**src/wtosc_pkg.sv**
```systemverilog
// shared types, constants and helpers of the wavetable oscillator
package wtosc_pkg;

  // output saturation width and modulo unit sizing
  localparam int SampleBits = 16;
  localparam int NumW       = 19;  // signed phase sum before reduction
  localparam int MagW       = 18;  // magnitude of that sum
  localparam int ModSteps   = MagW;
  localparam int LenW       = 17;
  localparam int MulAW      = 32;
  localparam int MulBW      = 18;
  localparam int MulPW      = MulAW + MulBW;

  // register reset values
  localparam logic [16:0] TableLengthRst = 17'd48000;
  localparam logic [15:0] FreqStepRst    = 16'd440;
  localparam logic [15:0] PhaseOffsetRst = 16'd0;
  localparam logic [14:0] AmplitudeRst   = 15'd3277;

  // register indexes
  typedef enum logic [1:0] {
    REG_TABLE_LENGTH = 2'd0,
    REG_FREQ_STEP    = 2'd1,
    REG_PHASE_OFFSET = 2'd2,
    REG_AMPLITUDE    = 2'd3
  } reg_idx_e;

  // kind of one input beat
  typedef enum logic {
    KIND_WRITE  = 1'b0,
    KIND_SAMPLE = 1'b1
  } item_kind_e;

  // request and response of the remainder unit
  typedef struct packed {
    logic                   valid;
    logic signed [NumW-1:0] num;
  } mod_req_t;

  typedef struct packed {
    logic        done;
    logic [15:0] res;
  } mod_rsp_t;

  // product divided by 2^15, rounded toward zero
  function automatic logic signed [NumW-1:0] trunc_q15(input logic signed [MulPW-1:0] p);
    logic signed [MulPW-1:0] t;
    t = p + (p[MulPW-1] ? MulPW'(32767) : MulPW'(0));
    return NumW'(t >>> 15);
  endfunction

endpackage

```
**src/wtosc_mul.sv**
```systemverilog
// shared signed multiplier with registered product
module wtosc_mul (
  input  logic                                  clk_i,
  input  logic signed [wtosc_pkg::MulAW-1:0]    a_i,
  input  logic signed [wtosc_pkg::MulBW-1:0]    b_i,
  output logic signed [wtosc_pkg::MulPW-1:0]    p_o
);
  import wtosc_pkg::*;

  logic signed [MulPW-1:0] p_q;

  // one product per cycle
  always_ff @(posedge clk_i) begin
    p_q <= MulPW'(a_i) * MulPW'(b_i);
  end

  assign p_o = p_q;

endmodule

```
**config.mk**
```make
export PLATFORM = sky130hd
export DESIGN_NAME = wtosc_mul
export DESIGN_NICKNAME = d
export VERILOG_FILES = /design/src/wtosc_pkg.sv /design/src/wtosc_mul.sv
export SDC_FILE = /design/constraint.sdc
export NUM_CORES = 2
export LEC_CHECK = 0
export BUFFER_PORTS_ARGS = -buffer_cell sky130_fd_sc_hd__buf_4
export CORE_UTILIZATION = 27
export CTS_BUF_LIST = sky130_fd_sc_hd__clkbuf_4 sky130_fd_sc_hd__clkbuf_8 sky130_fd_sc_hd__clkbuf_16
export DETAILED_ROUTE_END_ITERATION = 7
export HOLD_SLACK_MARGIN = 0.03
export SYNTH_ARGS = -nofsm -noshare
export SYNTH_HDL_FRONTEND = slang
export SYNTH_SLANG_ARGS = --single-unit
```
**constraint.sdc**
```tcl
create_clock -name clk_i -period 13.6 [get_ports clk_i]
set_clock_uncertainty 0.2 [all_clocks]
set_input_delay 3.4 -clock clk_i [delete_from_list [all_inputs] [get_ports clk_i]]
set_output_delay 3.4 -clock clk_i [all_outputs]
set_load 0.05 [all_outputs]
```
* After elaboration in Yosys (flattened, before gate mapping)
Cells that the tools add are included.
Storage, ports and cells: register bits after elaboration 50, bits of input ports 51, output and inout bits 50, word-level logic and storage cells 2
Cells by class: multipliers 1
Operators by type and width (number):
- $mul 32x18->50 | 1

* Logic depth before layout (Yosys ltp)
word-level depth 1, mapped depth 24, gate-level depth less buffers 23

* Worst setup path before layout
OpenSTA, ideal clock, no wires.
path kind input to register, start point input port a_i[17] in the netlist's numbering, end point register p_q[42] (netlist: p_o[42]), setup time 0.064 ns, arrival time 9.103 ns, required time 13.336 ns, setup slack 4.233 ns, stages on the path 24, path buffers 3, cells stage by stage clkbuf_1 > clkbuf_1 > nand2_1 > fa_1 > inv_1 > fa_1 > inv_1 > fa_1 > fa_1 > inv_1 > fa_1 > inv_1 > fa_1 > inv_1 > ha_1 > buf_2 > a211oi_2 > o21bai_1 > a311oi_2 > a21oi_1 > o31ai_4 > o21ai_2 > or4_1 > nand4_1
Between the ends: word-level cells in the longest chain between the ends 1
Ends and longest elaborated chain:
- start: declaration | RTL line wtosc_mul.sv:4 | input logic signed [wtosc_pkg::MulAW-1:0] a_i,
- $mul 32x18->50 | RTL line wtosc_mul.sv:14 | p_q <= MulPW'(a_i) * MulPW'(b_i);
- end signal: assignment | RTL line wtosc_mul.sv:14
- end: declaration | RTL line wtosc_mul.sv:10 | logic signed [MulPW-1:0] p_q;
No other way between the ends.

* Final worst setup path
start point input port b_i[17] in the netlist's numbering, end point register p_q[31] (netlist: p_o[31])
Between the ends: word-level cells in the longest chain between the ends 1
Ends and longest elaborated chain:
- start: declaration | RTL line wtosc_mul.sv:5 | input logic signed [wtosc_pkg::MulBW-1:0] b_i,
- $mul 32x18->50 | RTL line wtosc_mul.sv:14
No other way between the ends.

==> results.cfg <==
[critical_path]
critPathMaxStageDelay_ns = 0.80
cp_max_fo = 27
critPathSlowestCell = clkinv_1
end_kind = flop
cp.required_ns = 13.60
worst-endpoint-arrival_ns = 10.53
start_kind = input pin
cp_common_cell = fa_1
crit_chain = buf_4, clkinv_1, nor2_1, fa_1, fa_1, fa_1, fa_1, fa_1, inv_1, fa_1, inv_1, ha_1, a211oi_1, nand2_1, nor3b_1, a21oi_1, a21oi_1, o21ai_1, a2111oi_0, nor3_1
critical_path_class = input pin to flop

[floorplanning]
die-area_um2 = 78300
die-height_um = 280
core_um2 = 76200
placementRows = 101
die_width_um = 280
initial_core_util = 0.274
ioPinCount = 101

[clock_network]
postCtsSetupRepairBufs = 0
root_buffer = clkbuf_16
clkSinkCount = 50
path_clk_slew_ns = 0.10
cts_buffer_depth = 2
cts_buffers = 5
cts_tree = yes
htreeDepth = 2
ctsResizeCount = 0
hold_buffers = 0

[detailed_routing]
drc = 0
dr.pass1.iters = 7
drtIter0Drc = 764
via_per_inst = 4.42
ant_nets = 0
num_vias = 14729
wl_um = 56400
wl_per_cell_um = 16.9

[final_layout]
final_cells = 3334
largest_register_ffs = 50
fill_cells = 8080
drive_gt1_frac = 0.0508
syn_to_final_growth_pct = 8.55
fin_nets = 3028
final_cell_area_um2 = 22600
antenna_cells = 0

[yosys]
yosys_warnings = 0
synth_ff_type = dfxtp_1
synth_top_cell_area_share = 0.531
synthTopCellsByArea = fa_1 53%, inv_1 11%, ha_1 7.3%, and2_1 6.9%, nand2_1 6.2%
synthCells = 2303
async_flop_share = 0
synth.distinct_cells = 52
synth_area_um2 = 20800
ys_ff_latch = 50
synth_edf_count = 0
synth_fp_nets = 3028
syn_avg_cell_area_um2 = 9.05
yosys.area.top_type = fa_1
ys_seq_area_frac = 0.0480

[min_path]
hold_start = a_i[0]
min_path_cells = 2
min_to = p_o[0]
hold_path.class = input pin to flop

[sta]
hold_viol_final = 0
period_share = 0.775
fmax_mhz = 94.9
rsz0062_at_grt = no
slew_headroom = 0.305
tightest_slew_ns = 1.04
setup_viol = 0
slew_violations = 0
fin_setup_tns_ns = 0
setup_slack_ns = 3.07
layout_min_cycle_time_ns = 10.53

[job]
max_cap_violations = 0

[placement]
place_ws_ns = 2.81
dpl.cell_count = 3326
portBuffers = 100
dp_hpwl_um = 45000
gp_congestion = 0.881
place_area_um2 = 22500

[grt]
grt_pass1_vias = 16222
antenna_found_initial = 1
grt_first_pass_wirelength_um = 93000
gr-usage-all-layers = 0.155
grt_max_degree = 33
grt_overflow_total = 0

[run_status]
status = finished, final reports clean
-- synth_stat cells (all sizes together) (22+ instances only) --
| master | instances |
|---|---|
| clkbuf | 102 |
| o21ai | 24 |
| fa | 553 |
| and2 | 231 |
| xnor2 | 33 |
| a21o | 22 |
| nor2 | 38 |
| ha | 121 |
| nand2 | 344 |
| inv | 619 |
| dfxtp | 50 |
| a21oi | 48 |
-- worst max path at each step --
stage               slack (ns)       to     from  depth (start not counted)
global route              2.62  p_o[31]  b_i[17]                         20
detailed placement        2.81  p_o[31]  b_i[17]                         20
finish                    3.07  p_o[31]  b_i[17]                         20
global placement          2.95  p_o[31]  b_i[17]                         20
floorplan                 4.23  p_o[42]  a_i[17]                         24
CTS                       3.17  p_o[31]  b_i[17]                         20
-- area by class of cell --
type | instances | area, µm² | area share
multi-input combinational | 1526 | 17100 | 0.756
inverter | 620 | 2330 | 0.103
tap | 1030 | 1290 | 0.0569
sequential | 50 | 1000 | 0.0442
timing repair buffer | 100 | 751 | 0.0332
clock buffer | 5 | 125 | 0.00553
clock inverter | 3 | 22.5 | 0.000995
-- worst max-delay path: cells and delay by family --
| family | cells | cell delay (ns) |
|---|---|---|
| compound gates | 5 | 1.65 |
| simple gates | 4 | 1.35 |
| fa+ha+maj | 7 | 3.06 |
| buf+inv | 4 | 1.02 |
-- per-stage QoR --
step	hold slack, ns	util
global route	3.25	0.297
detailed placement	3.65	0.295
finish	3.24	0.297
global placement	3.65	0.295
floorplan	3.33	-
CTS	3.25	0.297
-- metal layers --
metal,GRT usage,vias up,part of all wire,wire (µm)
li1,-,6561,-,-
met3,0.0180,74,0.051,2870
met4,0.0422,2,0.023,1300
met1,0.203,7662,0.43,24000
met5,0,-,0.00012,7
met2,0.268,430,0.50,28200
-- cells by family after synthesis --
group | after synthesis | synth area share
flip-flops | 50 | 0.0480
AND/OR/NAND/NOR | 667 | 0.154
buffers and inverters | 727 | 0.131
adder cells (fa/ha/maj) | 674 | 0.604
XOR/XNOR | 48 | 0.0202
AO/OA/AOI/OAI | 137 | 0.0436
-- placed cells by master (no fill, tap or decap), drive strengths merged, types with 5 or more instances in the layout --
cell type and count:
nand2b 8, and2 231, inv 621, nor3 8
buf 100, fa 553, o21ai 24, nand4 7
a31oi 5, clkbuf 5, ha 121, xnor2 33
a211oi 5, a21o 22, nor2 38, nand3 13
a21oi 48, nand2 344, dfxtp 50, o21bai 8
xor2 15
Power is left out: the tool's default activity adds up to more than one toggle a clock period on the data nets, which glitch-free logic cannot reach.
