===== config.mk =====
export PLATFORM = sky130hd
export DESIGN_NAME = wtosc_mod
export DESIGN_NICKNAME = d
export VERILOG_FILES = /design/src/wtosc_pkg.sv /design/src/wtosc_mod.sv
export SDC_FILE = /design/constraint.sdc
export NUM_CORES = 1
export LEC_CHECK = 0
export BUFFER_PORTS_ARGS = -buffer_cell sky130_fd_sc_hd__buf_2
export CORE_MARGIN = 3
export CORE_UTILIZATION = 45
export CTS_CLUSTER_SIZE = 24
export DETAILED_ROUTE_END_ITERATION = 10
export MAX_ROUTING_LAYER = met4
export PLACE_DENSITY = 0.65
export SLEW_MARGIN = 30
export SYNTH_ARGS = -nofsm -noshare
export SYNTH_HDL_FRONTEND = slang
export SYNTH_SLANG_ARGS = --single-unit

===== constraint.sdc =====
create_clock -name clk_i -period 4.6 [get_ports clk_i]
set_input_delay 0.69 -clock clk_i [delete_from_list [all_inputs] [get_ports clk_i]]
set_output_delay 0.69 -clock clk_i [all_outputs]
set_load 0.03 [all_outputs]

===== src/wtosc_pkg.sv =====
// shared types, constants and helpers of the wavetable oscillator
package wtosc_pkg;

  // output saturation width and modulo unit sizing
  localparam int SampleBits = 16;
  localparam int NumW       = 19;  // signed phase sum before reduction
  localparam int MagW       = 18;  // magnitude of that sum
  localparam int ModSteps   = MagW;
  localparam int LenW       = 17;
  localparam int MulAW      = 32;
  localparam int MulBW      = 18;
  localparam int MulPW      = MulAW + MulBW;

  // register reset values
  localparam logic [16:0] TableLengthRst = 17'd48000;
  localparam logic [15:0] FreqStepRst    = 16'd440;
  localparam logic [15:0] PhaseOffsetRst = 16'd0;
  localparam logic [14:0] AmplitudeRst   = 15'd3277;

  // register indexes
  typedef enum logic [1:0] {
    REG_TABLE_LENGTH = 2'd0,
    REG_FREQ_STEP    = 2'd1,
    REG_PHASE_OFFSET = 2'd2,
    REG_AMPLITUDE    = 2'd3
  } reg_idx_e;

  // kind of one input beat
  typedef enum logic {
    KIND_WRITE  = 1'b0,
    KIND_SAMPLE = 1'b1
  } item_kind_e;

  // request and response of the remainder unit
  typedef struct packed {
    logic                   valid;
    logic signed [NumW-1:0] num;
  } mod_req_t;

  typedef struct packed {
    logic        done;
    logic [15:0] res;
  } mod_rsp_t;

  // product divided by 2^15, rounded toward zero
  function automatic logic signed [NumW-1:0] trunc_q15(input logic signed [MulPW-1:0] p);
    logic signed [MulPW-1:0] t;
    t = p + (p[MulPW-1] ? MulPW'(32767) : MulPW'(0));
    return NumW'(t >>> 15);
  endfunction

endpackage


===== src/wtosc_mod.sv =====
// bit-serial true modulo of a signed sum by the table length
module wtosc_mod (
  input  logic                           clk_i,
  input  logic                           rst_ni,
  input  wtosc_pkg::mod_req_t            req_i,
  input  logic [wtosc_pkg::LenW-1:0]     divisor_i,
  output wtosc_pkg::mod_rsp_t            rsp_o
);
  import wtosc_pkg::*;

  localparam int CntW = $clog2(ModSteps);

  logic            busy_q;
  logic [CntW-1:0] cnt_q;
  logic [MagW-1:0] mag_q;
  logic [15:0]     rem_q;
  logic            neg_q;
  logic            done_q;
  logic [15:0]     res_q;

  logic [LenW-1:0] rem_sh;
  logic            ge;
  logic [15:0]     rem_nxt;
  logic [15:0]     res_fix;

  // one restoring step per cycle, then fold negative sums into range
  always_comb begin
    rem_sh  = {rem_q, mag_q[MagW-1]};
    ge      = rem_sh >= divisor_i;
    rem_nxt = 16'(ge ? rem_sh - divisor_i : rem_sh);
    res_fix = (neg_q && rem_nxt != 16'd0) ? 16'(divisor_i - {1'b0, rem_nxt}) : rem_nxt;
  end

  // control
  always_ff @(posedge clk_i or negedge rst_ni) begin
    if (!rst_ni) begin
      busy_q <= 1'b0;
      cnt_q  <= '0;
      done_q <= 1'b0;
    end else begin
      done_q <= 1'b0;
      if (req_i.valid) begin
        busy_q <= 1'b1;
        cnt_q  <= '0;
      end else if (busy_q) begin
        cnt_q <= cnt_q + 1'b1;
        if (cnt_q == CntW'(ModSteps - 1)) begin
          busy_q <= 1'b0;
          done_q <= 1'b1;
        end
      end
    end
  end

  // datapath
  always_ff @(posedge clk_i) begin
    if (req_i.valid) begin
      neg_q <= req_i.num[NumW-1];
      mag_q <= MagW'(req_i.num[NumW-1] ? -req_i.num : req_i.num);
      rem_q <= '0;
    end else if (busy_q) begin
      mag_q <= {mag_q[MagW-2:0], 1'b0};
      rem_q <= rem_nxt;
      if (cnt_q == CntW'(ModSteps - 1)) begin
        res_q <= res_fix;
      end
    end
  end

  assign rsp_o.done = done_q;
  assign rsp_o.res  = res_q;

  // checks
  a_no_restart: assert property (@(posedge clk_i) disable iff (!rst_ni)
    req_i.valid |-> !busy_q)
    else $error("remainder unit restarted while busy");

  a_res_in_range: assert property (@(posedge clk_i) disable iff (!rst_ni)
    rsp_o.done |-> {1'b0, rsp_o.res} < divisor_i)
    else $error("remainder not below divisor");

endmodule


== Word-level counts from Yosys, hierarchy flattened ==
Cells that the tools add are included.
Word-level totals
  bits in registers: 58
  bits of input ports: 39
  output and inout bits: 17
  word-level logic and storage cells: 31
Operators by class
  add/subtract/negate cells: 4
  magnitude comparators: 1
  eq/ne operators: 1
  mux-type cells: 13
  bitwise logic cells: 1
  reductions and logical operators: 4
Operator list (count)
  $mux W18: 3
  $mux W16: 2
  $sub A16 B16 Y16: 2
  $neg A18 Y18: 1
  $ge A17 B17 Y1: 1
  $reduce_bool A16 Y1: 1
  $mux W5: 2
  $mux W1: 6
  $add A5 B1 Y5 const B: 1
  $eq A5 B5 Y1 const B: 1
  $reduce_and A3 Y1: 1
  $reduce_bool A2 Y1: 1
  $logic_and A1 B1 Y1: 1
  $not A1 Y1: 1

== Logic depth before layout (Yosys ltp) ==
Gate-level depths: netlist of run 1.
  depth in word-level cells: 5
  depth in mapped cells: 20
  depth with buffers taken out: 20

== Worst setup path before layout of run 1 ==
No wires, ideal clock.
  path kind: input-to-reg
  start point: input divisor_i[1] (netlist name)
  end point: register res_q[12] (data pin)
  data arrival time: 4.273 ns
  required time: 4.332 ns
  setup slack: 0.059 ns
  stages on the path: 20
  path through: inv_1 ha_1 nor2b_4 o31ai_2 a31o_4 a31oi_4 or3b_1 and2_0 buf_2 xnor2_1 ha_1 a31o_2 a221oi_2 o31ai_2 a41o_1 maj3_2 o21ai_2 o21bai_1 xnor2_1 mux2i_1
On the way
  cells in the longest elaborated chain, start to end: 5
RTL lines
  from (decl): line wtosc_mod.sv:6  | input logic [wtosc_pkg::LenW-1:0] divisor_i,
  branches (longest 4 deep; another with $sub A16 B16 Y16)
  $mux W16 *: line wtosc_mod.sv:31  | res_fix = (neg_q && rem_nxt != 16'd0) ? 16'(divisor_i - {1'b0, rem_nxt}) : rem_nxt;
  named net res_fix[12]: line wtosc_mod.sv:24  | logic [15:0] res_fix;
  to (signal assigned): line wtosc_mod.sv:65  | res_q <= res_fix;
  to (decl): line wtosc_mod.sv:19  | logic [15:0] res_q;
Mark *: on every way through the listed nets, which the timed path passes.
A chain may end at the register's enable or synchronous reset.

== Worst setup path in the final report of run 1 ==
Ends and elaborated chain as after synthesis.

==> flow_summary_export.csv, run 1 <==
group,metric,value,unit
run_status,run_status,"complete, no violations",
logic_synthesis,synth_top_area_cell,"edfxtp_1",
cts,clk_latency,0.35,ns
sta,fin_crit,4.41,ns
routing,num_vias,3873,
cells_and_area,fill_cells,844,
place,place_hpwl,8120,µm
critical_path,critical-path-top-delay-family,"compound AO/OA/AOI/OAI gates",
logic_synthesis,synth_seq_cells,58,
logic_synthesis,synth_area_leaders,"edfxtp_1 (24%), ha_1 (7.9%), dfxtp_1 (7.2%), xnor2_1 (5.9%), xor2_1 (5.3%)",
sta,slew_headroom,0.588,
logic_synthesis,synthCells,476,
cells_and_area,layout-drive-gt1-share,0.274,
power_and_ir_drop,power_switching,392,µW
critical_path,cp_cell_sequence,"buf_2 > inv_1 > ha_1 > nor2b_4 > o31ai_2 > a31o_4 > a31oi_4 > or3b_1 > and2_0 > xnor2_1 > ha_1 > a31o_2 > a221oi_2 > o31ai_2 > a41o_1 > maj3_2 > o21ai_2 > o21bai_1 > xnor2_1 > mux2i_1",
critical_path,start_kind,"input pin",
cts,cts_buffer_depth,2,
routing,ant_nets,0,
grt,antenna_found_initial,0,
logic_synthesis,synth-edff-count,35,
critical_path,ff2ff_path_depth,20,
grt,grt_pass1_wl,17800,µm
cells_and_area,area_growth,22.7,%
sta,fin_crit_sh,0.958,
worst_hold_path,hold_class,"input pin to asynchronous set/reset pin",
power_and_ir_drop,comb_power_share,0.238,
floorplanning,die_h,105,µm
floorplanning,ioPinCount,56,
critical_path,cp_num_buf_inv,2,
grt,grt_overflow,0,
logic_synthesis,synth_nets,544,
critical_path,endpoint_kind,"flip-flop",
critical_path,r2r_end,"res_q[12]",
job,maxCapViolCount,0,
power_and_ir_drop,clockPowerShare,0.309,
logic_synthesis,synth_top_family_by_area,"compound AO/OA/AOI/OAI gates",
critical_path,crit_slowest_cell,"or3b_1",
cells_and_area,seq_area,0.00155,mm²
cells_and_area,multiInputGateArea,0.00272,mm²
logic_synthesis,synth-simple-area-share,0.144,
routing,dr.pass1.iters,4,
logic_synthesis,ys_seq_area_frac,0.348,
routing,drt_iter0_markers,166,
cts,cts_tree,"yes",
place,placed_cell_area,0.00526,mm²
sta,clock.fmax,227,MHz
cts,ctsHoldBuffers,0,
cts,cts.htree.levels,3,
grt,grt_pass1_vias,3745,
routing,avgViaCountPerCell,5.37,
logic_synthesis,yosys.area.top_type_share,0.237,
power_and_ir_drop,switching_share,0.297,
routing,wl_per_cell,14.5,µm
critical_path,r2r_start,"mag_q[17]",
sta,drv_slew,0,
place,place.port_buffers,55,
cts,clkTransAtPathRegs,0.07,ns
floorplanning,die_w,105,µm
floorplanning,coreArea,0.00942,mm²
sta,worst_slew_pin_slew,0.618,ns
critical_path,cp.required,4.69,ns
logic_synthesis,async_flop_share,0.121,
cts,cts_sinks,58,
cts,numCtsBuffers,9,
critical_path,arrival,4.50,ns
cells_and_area,nNetsFinal,655,
critical_path,critPathKind,"input pin to flip-flop",
floorplanning,start_util,0.472,
cells_and_area,stdcell_area,0.00545,mm²
critical_path,path_max_fanout,4,
cts,cts_root_buf,"clkbuf_8",
floorplanning,dieArea,0.0111,mm²
grt,grtUsageTotal,0.203,
power_and_ir_drop,ir_drop,0.155,mV
power_and_ir_drop,seq_power_share,0.453,
critical_path,rrSetupSlack,0.28,ns
floorplanning,row_count,35,
cells_and_area,antenna-diode-count,0,
routing,finalWirelength,10400,µm
logic_synthesis,synth_compound_area_frac,0.207,
place,place_congestion,0.954,
routing,drc_errors,0,
power_and_ir_drop,p_int,926,µW
sta,hold_viol_final,0,
logic_synthesis,synthXorXnorAreaFrac,0.112,
power_and_ir_drop,p_leak,0.00234,µW
grt,grt_max_degree,62,
logic_synthesis,yosysWarnings,0,
cells_and_area,fin_util,0.579,
logic_synthesis,muxShareOfSynthArea,0.0434,
logic_synthesis,synthFlopType,"edfxtp_1",
power_and_ir_drop,p_per_area,242,mW/mm²
sta,skew,0.0194,ns
critical_path,critical_path.max_stage_delay,0.41,ns
logic_synthesis,synth_cell_types,68,
logic_synthesis,syn-cell-area,0.00444,mm²
sta,setup_violations,0,
logic_synthesis,syn_area_per_cell,9.33,µm²
logic_synthesis,synthAdderAreaFrac,0.100,
[layout by cell type (no fill, tap or decap), types with 5 or more instances in the layout]
cell type  count
clkbuf_8       9
a21o_1         6
xnor2_1       30
a211oi_1      19
mux2i_1       12
dfrtp_1        7
nand4_1        9
buf_4         62
edfxtp_1      35
inv_1         31
xor2_1        27
buf_2         55
dfxtp_1       15
o31ai_1        6
and2_1         7
a21oi_1       37
ha_1          28
nor2_1        59
nand2_1       26
o21a_1         5
o21ai_0       14
[worst reg2reg max path: cells and delay by family (launching register included)]
kind / cells / cell delay [ns]
multiplexers: 1 / 0.10
flip-flops: 1 / 0.44
XOR/XNOR: 2 / 0.29
buffers and inverters: 2 / 0.21
AO/OA/AOI/OAI: 9 / 1.74
adder cells (fa/ha/maj): 3 / 0.68
AND/OR/NAND/NOR: 3 / 0.63
[power by group through the flow]
stage | Clock [µW] | Combinational [µW] | Sequential (µW)
6_report | 407 | 314 | 597
5_1_grt | 445 | 351 | 600
4_1_cts | 416 | 310 | 598
3_5_place_dp | 0 | 308 | 609
3_3_place_gp | 0 | 301 | 608
2_1_floorplan | 0 | 201 | 604
[layout make-up]
cell class,instances,area share
clock inverters,6,0.00620
well taps,129,0.0296
repair buffers,117,0.136
clock buffers,10,0.0234
multi-input cells,369,0.499
inverters,32,0.0220
flip-flops and latches,58,0.284
[per-layer routing]
layer  track usage  share of wire  up-vias
li1              -              -     1950
met1         0.275           0.49     1817
met2         0.310           0.45       88
met3        0.0331          0.044       18
met4        0.0684          0.018        0
met5             -              0        -
[Yosys cell counts, types with 4 or more instances]
cell type,instances
o41ai_1,4
o21ai_1,4
a21o_1,6
o211a_1,4
mux2i_1,12
and2_1,7
maj3_1,4
nand2b_1,4
xnor2_1,30
nand4_1,9
or4_1,4
edfxtp_1,35
xor2_1,27
nor2_1,59
dfxtp_1,16
nand2_1,26
o31ai_1,6
o21ai_0,14
ha_1,28
a21oi_1,37
o21a_1,5
a211oi_1,19
nor3_1,4
dfrtp_1,7
inv_1,31
clkbuf_1,11
[stage by stage]
step / TNS, ns / power, µW / worst slack [ns] / std cells / hold slack, ns
2_1_floorplan: 0 / 805 / 0.0589 / 476 / 0.394
6_report: 0 / 1320 / 0.194 / 721 / 0.174
3_3_place_gp: -0.156 / 909 / -0.0565 / 704 / 0.489
4_1_cts: 0 / 1320 / 0.199 / 720 / 0.171
5_1_grt: -0.0184 / 1400 / -0.0184 / 721 / 0.174
3_5_place_dp: -0.739 / 917 / -0.146 / 704 / 0.500
[kinds of logic after synthesis]
kind of cell | count (synthesis)
AO/OA/AOI/OAI | 128
XOR/XNOR | 57
buffers and inverters | 49
AND/OR/NAND/NOR | 132
multiplexers | 16
adder cells (fa/ha/maj) | 36
flip-flops | 58
[timing repair]
item | in CTS | in global routing
resized for setup | 0 | 4
setup buffers | 0 | 1
hold endpoints to repair | 0 | 0
endpoints found under the setup margin | 0 | 4
[registers in the layout, indices dropped and copies added, names as in the netlist]
| register | flops |
|---|---|
| neg_q | 1 |
| rem_q | 16 |
| busy_q | 1 |
| res_q | 16 |
| cnt_q | 5 |
| mag_q | 18 |
| done_q | 1 |
[worst max path at each step]
stage,startpoint,slack (ns),cells past startpoint,endpoint
finish,divisor_i[1],0.19,20,res_q[12]
global route,divisor_i[12],-0.02,20,res_q[12]
global placement,divisor_i[1],-0.06,20,res_q[12]
detailed placement,divisor_i[1],-0.15,20,res_q[12]
floorplan,divisor_i[1],0.06,20,res_q[12]
CTS,divisor_i[1],0.20,20,res_q[12]
No activity file was read; power rests on OpenSTA's default activity.
==> run 2: changes to the inputs <==
CTS_BUF_LIST = sky130_fd_sc_hd__clkbuf_8   (was not set)
==> run 2 against run 1 <==
Against the previous run: total power down 0.17%; utilization unchanged; count of clock-buffer cells in the layout down 1; die area unchanged; clock power about the same; via count about the same; sequential share of layout area unchanged; design area unchanged; register-to-register slack about the same; critical path type unchanged; largest cell class unchanged.
==> flow_summary_export.csv, run 2 (synthesis results as in run 1) <==
group,metric,value,unit
floorplanning,die_h,105,µm
routing,num_vias,3874,
critical_path,rrSetupSlack,0.28,ns
sta,clock.fmax,227,MHz
critical_path,critical-path-top-delay-family,"compound AO/OA/AOI/OAI gates",
grt,grt_overflow,0,
critical_path,start_kind,"input pin",
place,place_congestion,0.954,
critical_path,path_max_fanout,4,
critical_path,crit_slowest_cell,"or3b_1",
critical_path,critPathKind,"input pin to flip-flop",
cells_and_area,largest_reg_flops,18,
cts,clkTransAtPathRegs,0.07,ns
grt,grt_max_degree,62,
grt,grt_pass1_vias,3745,
cells_and_area,registers.top_by_ff_count,"mag_q",
routing,drt_iter0_markers,167,
grt,antenna_found_initial,0,
worst_hold_path,hold_class,"input pin to asynchronous set/reset pin",
routing,dr.pass1.iters,4,
floorplanning,start_util,0.472,
cts,cts.htree.levels,3,
cts,cts_tree,"yes",
cells_and_area,fin_util,0.579,
cts,cts_root_buf,"clkbuf_8",
sta,slew_headroom,0.589,
critical_path,critical_path.max_stage_delay,0.41,ns
job,maxCapViolCount,0,
cells_and_area,stdcell_count,721,
cells_and_area,antenna-diode-count,0,
sta,worst_slew_pin_slew,0.616,ns
place,place.port_buffers,55,
floorplanning,coreArea,0.00942,mm²
cells_and_area,nNetsFinal,655,
place,place_hpwl,8120,µm
power_and_ir_drop,total_power,1320,µW
sta,hold_viol_final,0,
cells_and_area,layout-drive-gt1-share,0.274,
place,dp_cells,704,
cells_and_area,final_common_cell,"buf_4",
cts,ctsHoldBuffers,0,
routing,finalWirelength,10400,µm
critical_path,cp.depth,20,
floorplanning,ioPinCount,56,
critical_path,ff2ff_path_depth,20,
cts,cts_sinks,58,
floorplanning,dieArea,0.0111,mm²
critical_path,endpoint_kind,"flip-flop",
routing,drc_errors,0,
cells_and_area,final_cell_mix,"buf_4 (62), nor2_1 (59), buf_2 (55), a21oi_1 (37), edfxtp_1 (35)",
sta,fin_crit_sh,0.958,
critical_path,r2r_end,"res_q[12]",
sta,drv_slew,0,
grt,grtUsageTotal,0.203,
sta,fin_crit,4.41,ns
cells_and_area,area_growth,22.7,%
floorplanning,die_w,105,µm
power_and_ir_drop,p_leak,0.00234,µW
critical_path,r2r_start,"mag_q[17]",
cts,clk_latency,0.35,ns
critical_path,cp_cell_sequence,"buf_2 > inv_1 > ha_1 > nor2b_4 > o31ai_2 > a31o_4 > a31oi_4 > or3b_1 > and2_0 > xnor2_1 > ha_1 > a31o_2 > a221oi_2 > o31ai_2 > a41o_1 > maj3_2 > o21ai_2 > o21bai_1 > xnor2_1 > mux2i_1",
routing,avgViaCountPerCell,5.37,
cts,numCtsBuffers,9,
critical_path,arrival,4.50,ns
cells_and_area,reg_top3,"mag_q (18), rem_q (16), res_q (16)",
routing,ant_nets,0,
power_and_ir_drop,p_per_area,241,mW/mm²
critical_path,endpoint,"res_q[12]",
grt,grt_pass1_wl,17800,µm
run_status,run_status,"complete, no violations",
critical_path,cp-startpoint,"divisor_i[1]",
routing,wl_per_cell,14.5,µm
sta,setup_violations,0,
critical_path,cp.required,4.69,ns
cts,cts_buffer_depth,2,
power_and_ir_drop,ir_drop,0.155,mV
critical_path,cp_num_buf_inv,2,
sta,skew,0.0194,ns
floorplanning,row_count,35,
run 2: where the power goes:
part           leakage (µW)  switching [µW]  total (µW)  internal [µW]
Sequential         0.000560            13.3         597            584
Combinational       0.00170             162         314            152
Clock             0.0000836             216         405            188
run 2: per-layer routing:
| layer | up-vias | part of all wire | wire (µm) | global-route usage |
|---|---|---|---|---|
| met3 | 18 | 0.044 | 463 | 0.0331 |
| li1 | 1950 | - | - | - |
| met2 | 88 | 0.45 | 4670 | 0.310 |
| met1 | 1818 | 0.49 | 5120 | 0.275 |
| met4 | 0 | 0.018 | 191 | 0.0684 |
| met5 | - | 0 | 0 | - |
run 2: worst min-delay path by stage:
stage / slack (ns) / start / end / depth (start not counted)
6_report: 0.17 / rst_ni / done_q / 1
5_1_grt: 0.17 / rst_ni / done_q / 1
4_1_cts: 0.17 / rst_ni / done_q / 1
3_5_place_dp: 0.50 / rem_q[8] / rem_q[8] / 2
3_3_place_gp: 0.49 / rem_q[11] / rem_q[11] / 2
2_1_floorplan: 0.39 / rst_ni / busy_q / 0
run 2: timing repair:
item                       in CTS  in global routing
setup endpoints to repair       0                  4
resized for setup               0                  4
hold endpoints to repair        0                  0
buffers inserted                0                  1
run 2: final cells by class:
cell class,count,area [µm²]
Clock buffer,9,124
Clock inverter,7,37.5
Fill cell,844,3970
Inverter,32,120
Multi-Input combinational cell,369,2720
Sequential cell,58,1550
Tap cell,129,161
Timing Repair Buffer,117,741
run 2: metrics by stage:
stage               setup WS, ns  setup TNS [ns]  instance area (µm²)  hold WS (ns)
floorplan                 0.0589               0                 4440         0.394
global placement         -0.0565          -0.156                 5260         0.489
detailed placement        -0.146          -0.739                 5260         0.500
CTS                        0.199               0                 5420         0.171
global route             -0.0184         -0.0184                 5450         0.174
finish                     0.194               0                 5450         0.174
==> run 3: changes to the inputs <==
BUFFER_PORTS_ARGS = not set   (was -buffer_cell sky130_fd_sc_hd__buf_2)
DONT_BUFFER_PORTS = 1   (was not set)
PLACE_DENSITY = 0.6   (was 0.65)
==> run 3 against run 2 <==
Against the previous run: combinational power down 17%; sequential share of layout area up 1.8 points; clock power up 24%; critical path depth unchanged; clock skew down 0.0060 ns; non-clock buffer count down 69; fmax up 1.3%; count of clock-buffer cells in the layout unchanged; wire length down 0.60%; total power up 3.3%; register-to-register slack worse by 0.03 ns.
==> flow_summary_export.csv, run 3 (synthesis results as in run 1) <==
group,metric,value,unit
grt,grtUsageTotal,0.197,
job,maxCapViolCount,0,
power_and_ir_drop,p_per_area,266,mW/mm²
cells_and_area,largest_reg_flops,18,
worst_hold_path,hold_class,"input pin to asynchronous set/reset pin",
critical_path,rrSetupSlack,0.25,ns
critical_path,start_kind,"flip-flop",
sta,skew,0.0134,ns
sta,clock.fmax,230,MHz
cells_and_area,layout-drive-gt1-share,0.182,
place,pre_cts_ws,-0.0773,ns
place,place.port_buffers,0,
cts,cts_root_buf,"clkbuf_8",
sta,setup_violations,0,
sta,fin_ws,0.251,ns
critical_path,cp.required,4.70,ns
cts,cts_tree,"yes",
floorplanning,coreArea,0.00942,mm²
grt,grt_pass1_wl,17000,µm
power_and_ir_drop,total_power,1360,µW
cells_and_area,area_growth,15.2,%
grt,grt_overflow,0,
grt,antenna_found_initial,0,
cts,numCtsBuffers,9,
critical_path,critPathKind,"flip-flop to flip-flop",
cells_and_area,antenna-diode-count,0,
floorplanning,die_w,105,µm
routing,avgViaCountPerCell,5.46,
floorplanning,row_count,35,
cells_and_area,registers.top_by_ff_count,"mag_q",
floorplanning,dieArea,0.0111,mm²
cts,clk_latency,0.35,ns
cells_and_area,final_cell_mix,"nor2_1 (59), buf_4 (47), a21oi_1 (37), edfxtp_1 (35), inv_1 (31)",
critical_path,endpoint_kind,"flip-flop",
sta,drv_slew,0,
cts,cts_buffer_depth,2,
sta,worst_slew_pin_slew,0.559,ns
routing,dr.pass1.iters,5,
routing,ant_nets,0,
routing,wl_per_cell,15.9,µm
floorplanning,ioPinCount,56,
critical_path,arrival,4.44,ns
routing,drc_errors,0,
floorplanning,die_h,105,µm
sta,fin_crit,4.35,ns
cts,cts.htree.levels,3,
run_status,run_status,"complete, no violations",
critical_path,path_max_fanout,4,
place,place_hpwl,7980,µm
routing,finalWirelength,10400,µm
sta,slew_headroom,0.623,
cts,cts_setup_buffers,0,
cells_and_area,final_common_cell,"nor2_1",
sta,fin_crit_sh,0.945,
cts,cts_sinks,58,
power_and_ir_drop,ir_drop,0.145,mV
floorplanning,start_util,0.472,
sta,rsz0062_at_grt,"false",
cells_and_area,reg_top3,"mag_q (18), rem_q (16), res_q (16)",
cells_and_area,nNetsFinal,586,
place,place_congestion,0.877,
grt,grt_max_degree,62,
grt,grt_pass1_vias,3441,
cts,clkTransAtPathRegs,0.09,ns
routing,drt_iter0_markers,103,
sta,hold_viol_final,0,
power_and_ir_drop,p_leak,0.00206,µW
routing,num_vias,3557,
## run 3: per-layer routing
| layer | routed length [µm] | share of wire | GRT usage |
|---|---|---|---|
| met1 | 5200 | 0.50 | 0.268 |
| met5 | 0 | 0 | - |
| met3 | 414 | 0.040 | 0.0325 |
| met4 | 132 | 0.013 | 0.0628 |
| met2 | 4630 | 0.45 | 0.299 |
## run 3: worst paths after layout
| check | end | depth (start not counted) | from |
|---|---|---|---|
| max | res_q[14] | 20 | mag_q[17] |
| min | cnt_q[1] | 0 | rst_ni |
| max reg2reg | res_q[14] | 20 | mag_q[17] |
| min reg2reg | rem_q[12] | 2 | rem_q[12] |
| max in group asynchronous | cnt_q[3] | 0 | rst_ni |
| min in group clk_i | rem_q[12] | 1 | req_i[19] |
## run 3: layout make-up
class	instances	area, µm²
fill	861	4300
multi-input combinational	369	2710
sequential	58	1550
timing repair buffer	48	373
tap	129	161
clock buffer	9	124
inverter	32	124
clock inverter	7	78.8
## run 3: report_power, final
part / leakage, µW / internal [µW] / switching [µW]
clock network: 0.0000921 / 254 / 247
logic: 0.00141 / 129 / 132
registers: 0.000560 / 584 / 14.0
total: 0.00206 / 967 / 393
## run 3: through the flow
stage          instance area [µm²]  TNS (ns)  hold slack, ns  instances  utilization
2_1_floorplan                 4440         0           0.394        476            -
3_5_place_dp                  4900    -0.145           0.395        636        0.521
4_1_cts                       5100         0          0.0188        652        0.542
5_1_grt                       5120         0          0.0194        652        0.544
6_report                      5120         0          0.0329        652        0.544
3_3_place_gp                  4900         0           0.395        636        0.521
## run 3: worst max-delay path: stages (launching register included)
cell      delay, ns
edfxtp_1       0.47
inv_1          0.09
ha_1           0.16
buf_4          0.12
nor2b_4        0.04
o31ai_2        0.26
a31o_4         0.22
a31oi_4        0.09
or3b_1         0.42
and2_0         0.18
xnor2_1        0.14
ha_1           0.20
a31o_2         0.23
a221oi_2       0.25
o31ai_2        0.11
a41o_1         0.28
maj3_2         0.32
o21ai_2        0.18
o31ai_2        0.11
xnor2_1        0.15
mux2i_1        0.09
## run 3: repair_timing
item | 4_1_cts | 5_1_grt
hold buffers | 0 | 0
resized for setup | 0 | 4
setup endpoints to repair | 0 | 3
hold endpoints to repair | 0 | 0
